## config.mk

```make
export PLATFORM = sky130hd
export DESIGN_NAME = interval_union_merger_unit
export DESIGN_NICKNAME = d
export VERILOG_FILES = /design/src/sv/iumu_pkg.sv /design/src/sv/iumu_front.sv /design/src/sv/iumu_sort_list.sv /design/src/sv/iumu_back.sv /design/src/sv/interval_union_merger_unit.sv
export VERILOG_INCLUDE_DIRS = /design/src /design/src/sv
export SDC_FILE = /design/constraint.sdc
export NUM_CORES = 2
export LEC_CHECK = 0
export BUFFER_PORTS_ARGS = -buffer_cell sky130_fd_sc_hd__buf_2
export CAP_MARGIN = 20
export CELL_PAD_IN_SITES_DETAIL_PLACEMENT = 1
export CELL_PAD_IN_SITES_GLOBAL_PLACEMENT = 2
export CORE_MARGIN = 2
export CORE_UTILIZATION = 47
export CTS_CLUSTER_DIAMETER = 80
export DETAILED_ROUTE_END_ITERATION = 12
export PLACE_DENSITY = 0.86
export REMOVE_ABC_BUFFERS = 1
export SETUP_SLACK_MARGIN = 0.3
export SLEW_MARGIN = 30
export SYNTH_ARGS = -nofsm -noshare
export SYNTH_HDL_FRONTEND = slang
export SYNTH_HIERARCHICAL = 1
export SYNTH_SLANG_ARGS = --single-unit
```

## constraint.sdc

```tcl
create_clock -name clk -period 7.1 [get_ports clk]
set_input_delay 2.13 -clock clk [delete_from_list [all_inputs] [get_ports clk]]
set_output_delay 2.13 -clock clk [all_outputs]
set_load 0.05 [all_outputs]
```

## src/sv/interval_union_merger_unit_assert.svh

```systemverilog
// Assertion macros for the interval union merger unit.
// Used by the top level only; expects clk and rst_n in scope.
`ifndef INTERVAL_UNION_MERGER_UNIT_ASSERT_SVH
`define INTERVAL_UNION_MERGER_UNIT_ASSERT_SVH

`ifndef SYNTHESIS

// Condition holds at every clock edge out of reset.
`define IUMU_ASSERT_HOLDS(label, cond) \
    label: assert property (@(posedge clk) disable iff (!rst_n) (cond)) \
        else $error("iumu: invariant violated");

// Consequent holds in the same cycle as the antecedent.
`define IUMU_ASSERT_IMPLIES(label, ante, cons) \
    label: assert property (@(posedge clk) disable iff (!rst_n) (ante) |-> (cons)) \
        else $error("iumu: same-cycle implication violated");

// Consequent holds in the cycle after the antecedent.
`define IUMU_ASSERT_NEXT(label, ante, cons) \
    label: assert property (@(posedge clk) disable iff (!rst_n) (ante) |=> (cons)) \
        else $error("iumu: next-cycle implication violated");

`else

`define IUMU_ASSERT_HOLDS(label, cond)
`define IUMU_ASSERT_IMPLIES(label, ante, cons)
`define IUMU_ASSERT_NEXT(label, ante, cons)

`endif

`endif

```

## src/sv/iumu_pkg.sv

```systemverilog
// Shared types and constants of the interval union merger unit.
// No dependencies; every other RTL file imports this package.
`default_nettype none

package iumu_pkg;

    localparam int MAX_INTERVALS = 32;
    localparam int DATA_W        = 16;
    localparam int CNT_W         = $clog2(MAX_INTERVALS + 1);
    localparam int IDX_W         = (MAX_INTERVALS > 1) ? $clog2(MAX_INTERVALS) : 1;
    localparam int OPEN_W        = CNT_W + 1;

    // Small queues between the parts (depth is a power of two).
    localparam int Q_DEPTH  = 2;
    localparam int Q_PTR_W  = 1;
    localparam int Q_CNT_W  = 2;

    typedef struct packed {
        logic signed [DATA_W-1:0] interval_start;
        logic signed [DATA_W-1:0] interval_end;
        logic                     last_interval;
    } in_item_t;

    typedef struct packed {
        logic signed [DATA_W-1:0] union_lo;
        logic signed [DATA_W-1:0] union_hi;
        logic                     last_merged;
        logic                     overflowed;
    } res_item_t;

    // Classified item handed from front to back.
    typedef struct packed {
        in_item_t item;
        logic     keep;
    } q_item_t;

    typedef struct packed {
        logic             sweeping;
        logic [CNT_W-1:0] count;
    } back_stat_t;

    typedef enum logic [1:0] {
        ST_LOAD  = 2'b01,
        ST_SWEEP = 2'b10
    } back_state_t;

endpackage

`default_nettype wire

```

## src/sv/iumu_front.sv

```systemverilog
// Front part: accepts items, marks those past capacity as dropped, queues them.
// Depends on iumu_pkg.
`default_nettype none

module iumu_front (
    input  wire logic               clk,
    input  wire logic               rst_n,
    input  wire logic               push,
    output logic                    full,
    input  wire iumu_pkg::in_item_t item,
    output logic                    q_valid,
    input  wire logic               q_pop,
    output iumu_pkg::q_item_t       q_data
);
    import iumu_pkg::*;

    logic [CNT_W-1:0]   count_reg, count_next;
    q_item_t            q_mem [Q_DEPTH];
    logic [Q_PTR_W-1:0] wr_ptr_reg, rd_ptr_reg;
    logic [Q_CNT_W-1:0] fill_reg, fill_next;
    logic               accept;
    logic               keep;

    assign full    = (fill_reg == Q_CNT_W'(Q_DEPTH));
    assign q_valid = (fill_reg != '0);
    assign q_data  = q_mem[rd_ptr_reg];
    assign accept  = push && !full;
    assign keep    = (count_reg < CNT_W'(MAX_INTERVALS));

    always_comb
    begin
        count_next = count_reg;
        if (accept)
        begin
            if (item.last_interval)
                count_next = '0;
            else if (keep)
                count_next = count_reg + CNT_W'(1);
        end
        fill_next = fill_reg + Q_CNT_W'(accept) - Q_CNT_W'(q_pop);
    end

    always_ff @(posedge clk or negedge rst_n)
    begin
        if (!rst_n)
        begin
            count_reg  <= '0;
            fill_reg   <= '0;
            wr_ptr_reg <= '0;
            rd_ptr_reg <= '0;
        end
        else
        begin
            count_reg <= count_next;
            fill_reg  <= fill_next;
            if (accept)
                wr_ptr_reg <= wr_ptr_reg + Q_PTR_W'(1);
            if (q_pop)
                rd_ptr_reg <= rd_ptr_reg + Q_PTR_W'(1);
        end
    end

    always_ff @(posedge clk)
    begin
        if (accept)
            q_mem[wr_ptr_reg] <= '{item: item, keep: keep};
    end

endmodule

`default_nettype wire

```

## src/sv/iumu_sort_list.sv

```systemverilog
// One sorted list of keys: a row of compare-and-shift cells, one insert a cycle.
// Depends on iumu_pkg.
`default_nettype none

module iumu_sort_list (
    input  wire logic                                    clk,
    input  wire logic                                    insert,
    input  wire logic signed [iumu_pkg::DATA_W-1:0]      key,
    input  wire logic        [iumu_pkg::CNT_W-1:0]       count,
    input  wire logic        [iumu_pkg::IDX_W-1:0]       rd_idx,
    output logic signed      [iumu_pkg::DATA_W-1:0]      rd_data
);
    import iumu_pkg::*;

    logic signed [DATA_W-1:0] list_reg  [MAX_INTERVALS];
    logic signed [DATA_W-1:0] list_next [MAX_INTERVALS];
    logic signed [DATA_W-1:0] list_up   [MAX_INTERVALS];
    logic [MAX_INTERVALS-1:0] gt;
    logic [MAX_INTERVALS-1:0] gt_prev;

    assign rd_data = list_reg[rd_idx];

    always_comb
    begin
        // Each cell compares its entry with the new key.
        for (int i = 0; i < MAX_INTERVALS; i++)
            gt[i] = (CNT_W'(i) < count) && (list_reg[i] > key);
        gt_prev = gt << 1;

        list_up[0] = key;
        for (int i = 1; i < MAX_INTERVALS; i++)
            list_up[i] = list_reg[i-1];

        // Cells above the key shift up by one; the first of them takes the key.
        for (int i = 0; i < MAX_INTERVALS; i++)
        begin
            list_next[i] = list_reg[i];
            if (gt[i] || (CNT_W'(i) == count))
                list_next[i] = gt_prev[i] ? list_up[i] : key;
        end
    end

    always_ff @(posedge clk)
    begin
        if (insert)
            list_reg <= list_next;
    end

endmodule

`default_nettype wire

```

## src/sv/iumu_back.sv

```systemverilog
// Back part: loads sorted lists, sweeps them with an open count, queues results.
// Depends on iumu_pkg and iumu_sort_list.
`default_nettype none

module iumu_back (
    input  wire logic                clk,
    input  wire logic                rst_n,
    input  wire logic                q_valid,
    output logic                     q_pop,
    input  wire iumu_pkg::q_item_t   q_data,
    output logic                     empty,
    input  wire logic                pop,
    output iumu_pkg::res_item_t      result,
    output iumu_pkg::back_stat_t     stat
);
    import iumu_pkg::*;

    back_state_t              state_reg, state_next;
    logic [CNT_W-1:0]         count_reg, count_next;
    logic                     ovf_reg, ovf_next;
    logic [CNT_W-1:0]         s_reg, s_next;
    logic [CNT_W-1:0]         e_reg, e_next;
    logic signed [OPEN_W-1:0] open_reg, open_next;
    logic signed [DATA_W-1:0] open_start_reg, open_start_next;
    logic                     pend_valid_reg, pend_valid_next;
    logic signed [DATA_W-1:0] pend_start_reg, pend_start_next;
    logic signed [DATA_W-1:0] pend_end_reg, pend_end_next;

    res_item_t                rq_mem [Q_DEPTH];
    logic [Q_PTR_W-1:0]       rq_wr_reg, rq_rd_reg;
    logic [Q_CNT_W-1:0]       rq_fill_reg;
    logic                     rq_full;
    logic                     rq_push;
    logic                     rq_pop;
    res_item_t                rq_in;

    logic                     insert;
    logic signed [DATA_W-1:0] s_rd, e_rd;
    logic                     s_left, e_left, take_start;

    assign insert = q_pop && q_data.keep;

    iumu_sort_list u_start_list (
        .clk     (clk),
        .insert  (insert),
        .key     (q_data.item.interval_start),
        .count   (count_reg),
        .rd_idx  (s_reg[IDX_W-1:0]),
        .rd_data (s_rd)
    );

    iumu_sort_list u_end_list (
        .clk     (clk),
        .insert  (insert),
        .key     (q_data.item.interval_end),
        .count   (count_reg),
        .rd_idx  (e_reg[IDX_W-1:0]),
        .rd_data (e_rd)
    );

    assign rq_full = (rq_fill_reg == Q_CNT_W'(Q_DEPTH));
    assign empty   = (rq_fill_reg == '0);
    assign rq_pop  = pop && !empty;
    assign result  = rq_mem[rq_rd_reg];

    assign s_left     = (s_reg < count_reg);
    assign e_left     = (e_reg < count_reg);
    assign take_start = s_left && (!e_left || (s_rd < e_rd));

    assign q_pop = (state_reg == ST_LOAD) && q_valid;

    assign stat.sweeping = (state_reg == ST_SWEEP);
    assign stat.count    = count_reg;

    always_comb
    begin
        state_next      = state_reg;
        count_next      = count_reg;
        ovf_next        = ovf_reg;
        s_next          = s_reg;
        e_next          = e_reg;
        open_next       = open_reg;
        open_start_next = open_start_reg;
        pend_valid_next = pend_valid_reg;
        pend_start_next = pend_start_reg;
        pend_end_next   = pend_end_reg;
        rq_push         = 1'b0;
        rq_in           = '{union_lo: pend_start_reg, union_hi: pend_end_reg,
                            last_merged: 1'b0, overflowed: ovf_reg};

        unique case (state_reg)
            ST_LOAD:
            begin
                if (q_pop)
                begin
                    if (q_data.keep)
                        count_next = count_reg + CNT_W'(1);
                    else
                        ovf_next = 1'b1;
                    if (q_data.item.last_interval)
                    begin
                        state_next      = ST_SWEEP;
                        s_next          = '0;
                        e_next          = '0;
                        open_next       = '0;
                        pend_valid_next = 1'b0;
                    end
                end
            end
            ST_SWEEP:
            begin
                // Advance only with room for a result, so a closing step never stalls.
                if (!rq_full)
                begin
                    if (s_left || e_left)
                    begin
                        if (take_start)
                        begin
                            open_next = open_reg + OPEN_W'(1);
                            if (open_reg == '0)
                                open_start_next = s_rd;
                            s_next = s_reg + CNT_W'(1);
                        end
                        else
                        begin
                            open_next = open_reg - OPEN_W'(1);
                            if (open_reg == OPEN_W'(1))
                            begin
                                rq_push         = pend_valid_reg;
                                pend_valid_next = 1'b1;
                                pend_start_next = open_start_reg;
                                pend_end_next   = e_rd;
                            end
                            e_next = e_reg + CNT_W'(1);
                        end
                    end
                    else
                    begin
                        // Flush the held interval as the last one and drop the set.
                        rq_push           = pend_valid_reg;
                        rq_in.last_merged = 1'b1;
                        pend_valid_next   = 1'b0;
                        count_next        = '0;
                        ovf_next          = 1'b0;
                        state_next        = ST_LOAD;
                    end
                end
            end
            default:
            begin
                state_next = ST_LOAD;
            end
        endcase
    end

    always_ff @(posedge clk or negedge rst_n)
    begin
        if (!rst_n)
        begin
            state_reg      <= ST_LOAD;
            count_reg      <= '0;
            ovf_reg        <= 1'b0;
            s_reg          <= '0;
            e_reg          <= '0;
            open_reg       <= '0;
            pend_valid_reg <= 1'b0;
            rq_wr_reg      <= '0;
            rq_rd_reg      <= '0;
            rq_fill_reg    <= '0;
        end
        else
        begin
            state_reg      <= state_next;
            count_reg      <= count_next;
            ovf_reg        <= ovf_next;
            s_reg          <= s_next;
            e_reg          <= e_next;
            open_reg       <= open_next;
            pend_valid_reg <= pend_valid_next;
            rq_fill_reg    <= rq_fill_reg + Q_CNT_W'(rq_push) - Q_CNT_W'(rq_pop);
            if (rq_push)
                rq_wr_reg <= rq_wr_reg + Q_PTR_W'(1);
            if (rq_pop)
                rq_rd_reg <= rq_rd_reg + Q_PTR_W'(1);
        end
    end

    always_ff @(posedge clk)
    begin
        open_start_reg <= open_start_next;
        pend_start_reg <= pend_start_next;
        pend_end_reg   <= pend_end_next;
        if (rq_push)
            rq_mem[rq_wr_reg] <= rq_in;
    end

endmodule

`default_nettype wire

```

## src/sv/interval_union_merger_unit.sv

```systemverilog
// Interval union merger: top level joining the front queue and the sorting/sweep back end.
// Loading: one interval per cycle while the front queue has room and no sweep runs; each beat
// passes through the front queue into the lists. Merge: after the last beat, the starts and ends
// are swept in order, pausing while the result queue is full; a merged interval is held until
// the next one closes or the sweep ends. The single sweep step per cycle sets the throughput.
// Reset (rst_n, asynchronous, active low) empties both queues and the set; no clearing pass.
`default_nettype none

`include "interval_union_merger_unit_assert.svh"

module interval_union_merger_unit (
    input  wire logic                 clk,
    input  wire logic                 rst_n,
    input  wire logic                 push,
    output logic                      full,
    input  wire iumu_pkg::in_item_t   item,
    output logic                      empty,
    input  wire logic                 pop,
    output iumu_pkg::res_item_t       result
);
    import iumu_pkg::*;

    // Classified beats travel from front to back through a two-entry queue.
    logic       q_valid;
    logic       q_pop;
    q_item_t    q_data;
    back_stat_t back_stat;

    // Front: take beats, count the set and mark any beat past capacity for dropping.
    iumu_front u_front (
        .clk     (clk),
        .rst_n   (rst_n),
        .push    (push),
        .full    (full),
        .item    (item),
        .q_valid (q_valid),
        .q_pop   (q_pop),
        .q_data  (q_data)
    );

    // Back: insert starts and ends into their sorted lists, then on the last beat
    // sweep both lists and hold each merged interval until the next one proves
    // whether it is the final one of the set.
    iumu_back u_back (
        .clk     (clk),
        .rst_n   (rst_n),
        .q_valid (q_valid),
        .q_pop   (q_pop),
        .q_data  (q_data),
        .empty   (empty),
        .pop     (pop),
        .result  (result),
        .stat    (back_stat)
    );

    // The back never draws from an empty queue.
    `IUMU_ASSERT_IMPLIES(a_pop_needs_beat, q_pop, q_valid)
    // No beat is loaded while a sweep is running.
    `IUMU_ASSERT_IMPLIES(a_hold_during_sweep, back_stat.sweeping, !q_pop)
    // The stored set never grows past capacity.
    `IUMU_ASSERT_HOLDS(a_count_bounded, back_stat.count <= CNT_W'(MAX_INTERVALS))
    // Loading the last beat of a set starts the sweep.
    `IUMU_ASSERT_NEXT(a_last_starts_sweep, q_pop && q_data.item.last_interval, back_stat.sweeping)

endmodule

`default_nettype wire

```

==> results.sh <==
export IMPL_crit_fanout=42
export IMPL_grt_start_max_net_pins=125
export IMPL_ir_drop_mv=0.410
export IMPL_postRouteAntennaNets=0
export IMPL_cts_setup_buffers=0
export IMPL_avgRoutedWirePerCell_um=38.9
export IMPL_avgSynthCellArea_sq_um=13.4
export IMPL_cts_tree="done"
export IMPL_fmax_ghz=0.160
export IMPL_gp_congestion=1.04
export IMPL_hold_ws_ns=0.421
export IMPL_netlist_instances=6401
export IMPL_synth_flop_cell="edfxtp_1"
export IMPL_die_area_sq_um=186000
export IMPL_postRouteWirelength_um=352000
export IMPL_power_density_nw_per_um2=569
export IMPL_antenna_found_initial=19
export IMPL_worstSetupEndpointType="flop"
export IMPL_status="finished clean"
export IMPL_grt_usage=0.373
export IMPL_synth_top_family_by_area="multiplexers"
export IMPL_ff2ff_path_depth=17
export IMPL_place_ws_ns=0.944
export IMPL_worstPathRequired_ns=7.83
export IMPL_grt_pass1_vias=66000
export IMPL_ys_ff_latch=1251
export IMPL_hold_violations=0
export IMPL_crit_chain="buf_12, mux4_2, mux4_2, mux2_2, ha_1, nand2_1, o21ai_0, a2111oi_4, a211oi_1, mux2_4, o21ai_0, a21o_1, ha_1, inv_1, ha_1, xnor2_1, xnor2_1"
export IMPL_synth_xor_area_frac=0.00163
export IMPL_die_w_um=431
export IMPL_ys_types=106
export IMPL_drv_slew=0
export IMPL_critPathMostFrequentCell="ha_1"
export IMPL_clockBufferDepth=3
export IMPL_finalSetupTns_ns=0
export IMPL_pin_count=73
export IMPL_synth_compound_area_share=0.0867
export IMPL_rsz0062_at_grt="no"
export IMPL_synth_seq_area_share=0.435
export IMPL_finClkSkew_ns=0.0366
export IMPL_vias_per_cell=7.21
export IMPL_finalSetupViolCount=0
export IMPL_synth_simple_area_share=0.0680
export IMPL_row_count=156
export IMPL_drive_above_1_share=0.304
export IMPL_syn_area_sq_um=85800
export IMPL_yosys_mux_area_fraction=0.228
export IMPL_start_util=0.474
export IMPL_slowest_delay_ns=0.94
export IMPL_hold_buffers=0
export IMPL_min_path_type="flop to flop"
export IMPL_placed_cells=8759
export IMPL_cts_root_buf="clkbuf_16"
export IMPL_yosys_warnings=6
export IMPL_clk_pin_slew_ns=0.06
export IMPL_worstSkewPairLatency_ns=0.85
export IMPL_fin_cells=9044
export IMPL_core_area_sq_um=181000
export IMPL_vias=65200
export IMPL_critical_path_arrival_ns=6.97
export IMPL_dp_hpwl_um=253000
export IMPL_worst_pin_slew_ns=1.08
export IMPL_postSynth_asyncResetShare=0.0344
export IMPL_hold_depth=0
export IMPL_layout_nets=7640
export IMPL_area_delta_synth_final_pct=10.4
export IMPL_leakagePower_uw=0.0351
export IMPL_grt_pass1_wl_um=495000
export IMPL_finalCritPeriodShare=0.879
export IMPL_drc_errors=0
export IMPL_maxCapViolations=0
export IMPL_yosys_area_share_adder=0.155
export IMPL_fin_ws_ns=0.862
export IMPL_worst_setup_path_start_kind="flop"
export IMPL_htreeDepth=4
export IMPL_grt_overflow_total=0
export IMPL_firstDrtPassIters=6
export IMPL_finalCriticalPeriod_ns=6.24
export IMPL_synth_edff_count=1208
export IMPL_io_buffers=72
export IMPL_clkSinkCount=1251
export IMPL_cts_resized=0
export IMPL_cts_buffers=149
export IMPL_die_h_um=431
export IMPL_slew_headroom=0.279
export IMPL_critPathSlowestCell="dfrtp_4"
export IMPL_dr_first_iter_drc_count=8186
export IMPL_path_class="flop to flop"
-- cells in the final DEF (no fill, tap or decap), drive strengths merged, types with 49 or more instances in the layout --
cell type,instances
clkinv,63
nor2,140
ha,1061
mux2i,52
nor3,58
mux4,320
o21a,78
nor2b,83
o21ai,97
edfxtp,1208
inv,207
nor4,49
nand4,198
nand2,229
clkbuf,180
nand3,116
a21o,152
o211ai,78
buf,300
mux2,1035
a21oi,379
-- final timing paths --
path | startpoint | end | slack, ns
min in group asynchronous | rst_n | u_front/count_reg[4]$_DFFE_PN0P_ | 1.39
min reg2reg | u_back/open_start_reg[11]$_DFFE_PP_ | u_back/pend_start_reg[11]$_DFFE_PP_ | 0.42
max reg2reg | u_back/s_reg[0]$_DFFE_PN0P_ | u_back/rq_fill_reg[1]$_DFF_PN0_ | 0.86
min | u_back/open_start_reg[11]$_DFFE_PP_ | u_back/pend_start_reg[11]$_DFFE_PP_ | 0.42
max in group asynchronous | rst_n | u_back/s_reg[1]$_DFFE_PN0P_ | 5.20
max | u_back/s_reg[0]$_DFFE_PN0P_ | u_back/rq_fill_reg[1]$_DFF_PN0_ | 0.86
-- cells in the mapped netlist, drive strengths merged, types with 21 or more instances --
master / number / share of area
o21a: 78 / 0.0068
a21oi: 379 / 0.022
and4: 31 / 0.0032
and3: 43 / 0.0032
nor3: 58 / 0.0036
o22ai: 25 / 0.0018
nor4: 49 / 0.0038
a211oi: 26 / 0.0024
o211ai: 78 / 0.0070
buf: 131 / 0.0088
nand4: 198 / 0.014
a31oi: 29 / 0.0022
clkbuf: 179 / 0.0078
a21o: 152 / 0.013
mux2: 1035 / 0.14
a2111oi: 29 / 0.0049
nand2b: 25 / 0.0019
nor2: 140 / 0.0062
edfxtp: 1208 / 0.42
a221oi: 21 / 0.0022
inv: 199 / 0.0087
mux4: 320 / 0.084
a21boi: 25 / 0.0022
nor2b: 83 / 0.0060
nand2: 229 / 0.010
ha: 1061 / 0.15
dfrtp: 42 / 0.012
o21ai: 97 / 0.0057
nand3: 116 / 0.0068
mux2i: 52 / 0.0069
or2: 21 / 0.0015
-- critical path, delay by kind of cell, from the launching register on --
kind / cells / cell delay, ns
mux: 4 / 1.88
compound gates: 5 / 1.66
flops: 1 / 0.94
fa+ha+maj: 3 / 0.77
buf+inv: 2 / 0.44
xor+xnor: 2 / 0.29
simple gates: 1 / 0.09
-- final cells by class --
class | count | area [sq um]
Timing Repair Buffer | 300 | 2310
Sequential cell | 1251 | 37400
Antenna cell | 14 | 35.0
Fill cell | 17900 | 86400
Clock inverter | 89 | 945
Inverter | 201 | 762
Multi-Input combinational cell | 4639 | 46400
Tap cell | 2370 | 2970
Clock buffer | 180 | 3890
-- report_power, final --
group          internal (uW)  switching [uW]  total, uW
clock network           4450            3380       7830
registers              12500            3450      15900
logic                  12500           17600      30100
-- cells by family after synthesis --
logic type / after synthesis
buffers and inverters: 511
XOR/XNOR: 16
multiplexers: 1407
AO/OA/AOI/OAI: 1085
flip-flops: 1251
AND/OR/NAND/NOR: 1070
adder cells (fa/ha/maj): 1061
-- layer usage --
layer | share of wire | routed length [um] | vias up | global-route usage
met2 | 0.46 | 160000 | 4256 | 0.589
li1 | - | - | 26100 | -
met1 | 0.36 | 127000 | 33400 | 0.453
met5 | 0.00039 | 137 | - | 0
met3 | 0.095 | 33500 | 1373 | 0.0764
met4 | 0.089 | 31200 | 20 | 0.274
-- per-stage QoR --
| step | power (uW) | cell area, sq um | utilization |
|---|---|---|---|
| 2_1_floorplan | 33100 | 84400 | - |
| 3_3_place_gp | 43400 | 89700 | 0.495 |
| 3_5_place_dp | 44800 | 89800 | 0.496 |
| 4_1_cts | 52900 | 94600 | 0.522 |
| 5_1_grt | 55800 | 94700 | 0.523 |
| 6_report | 53900 | 94700 | 0.523 |
(Power assumes the default switching activity.)
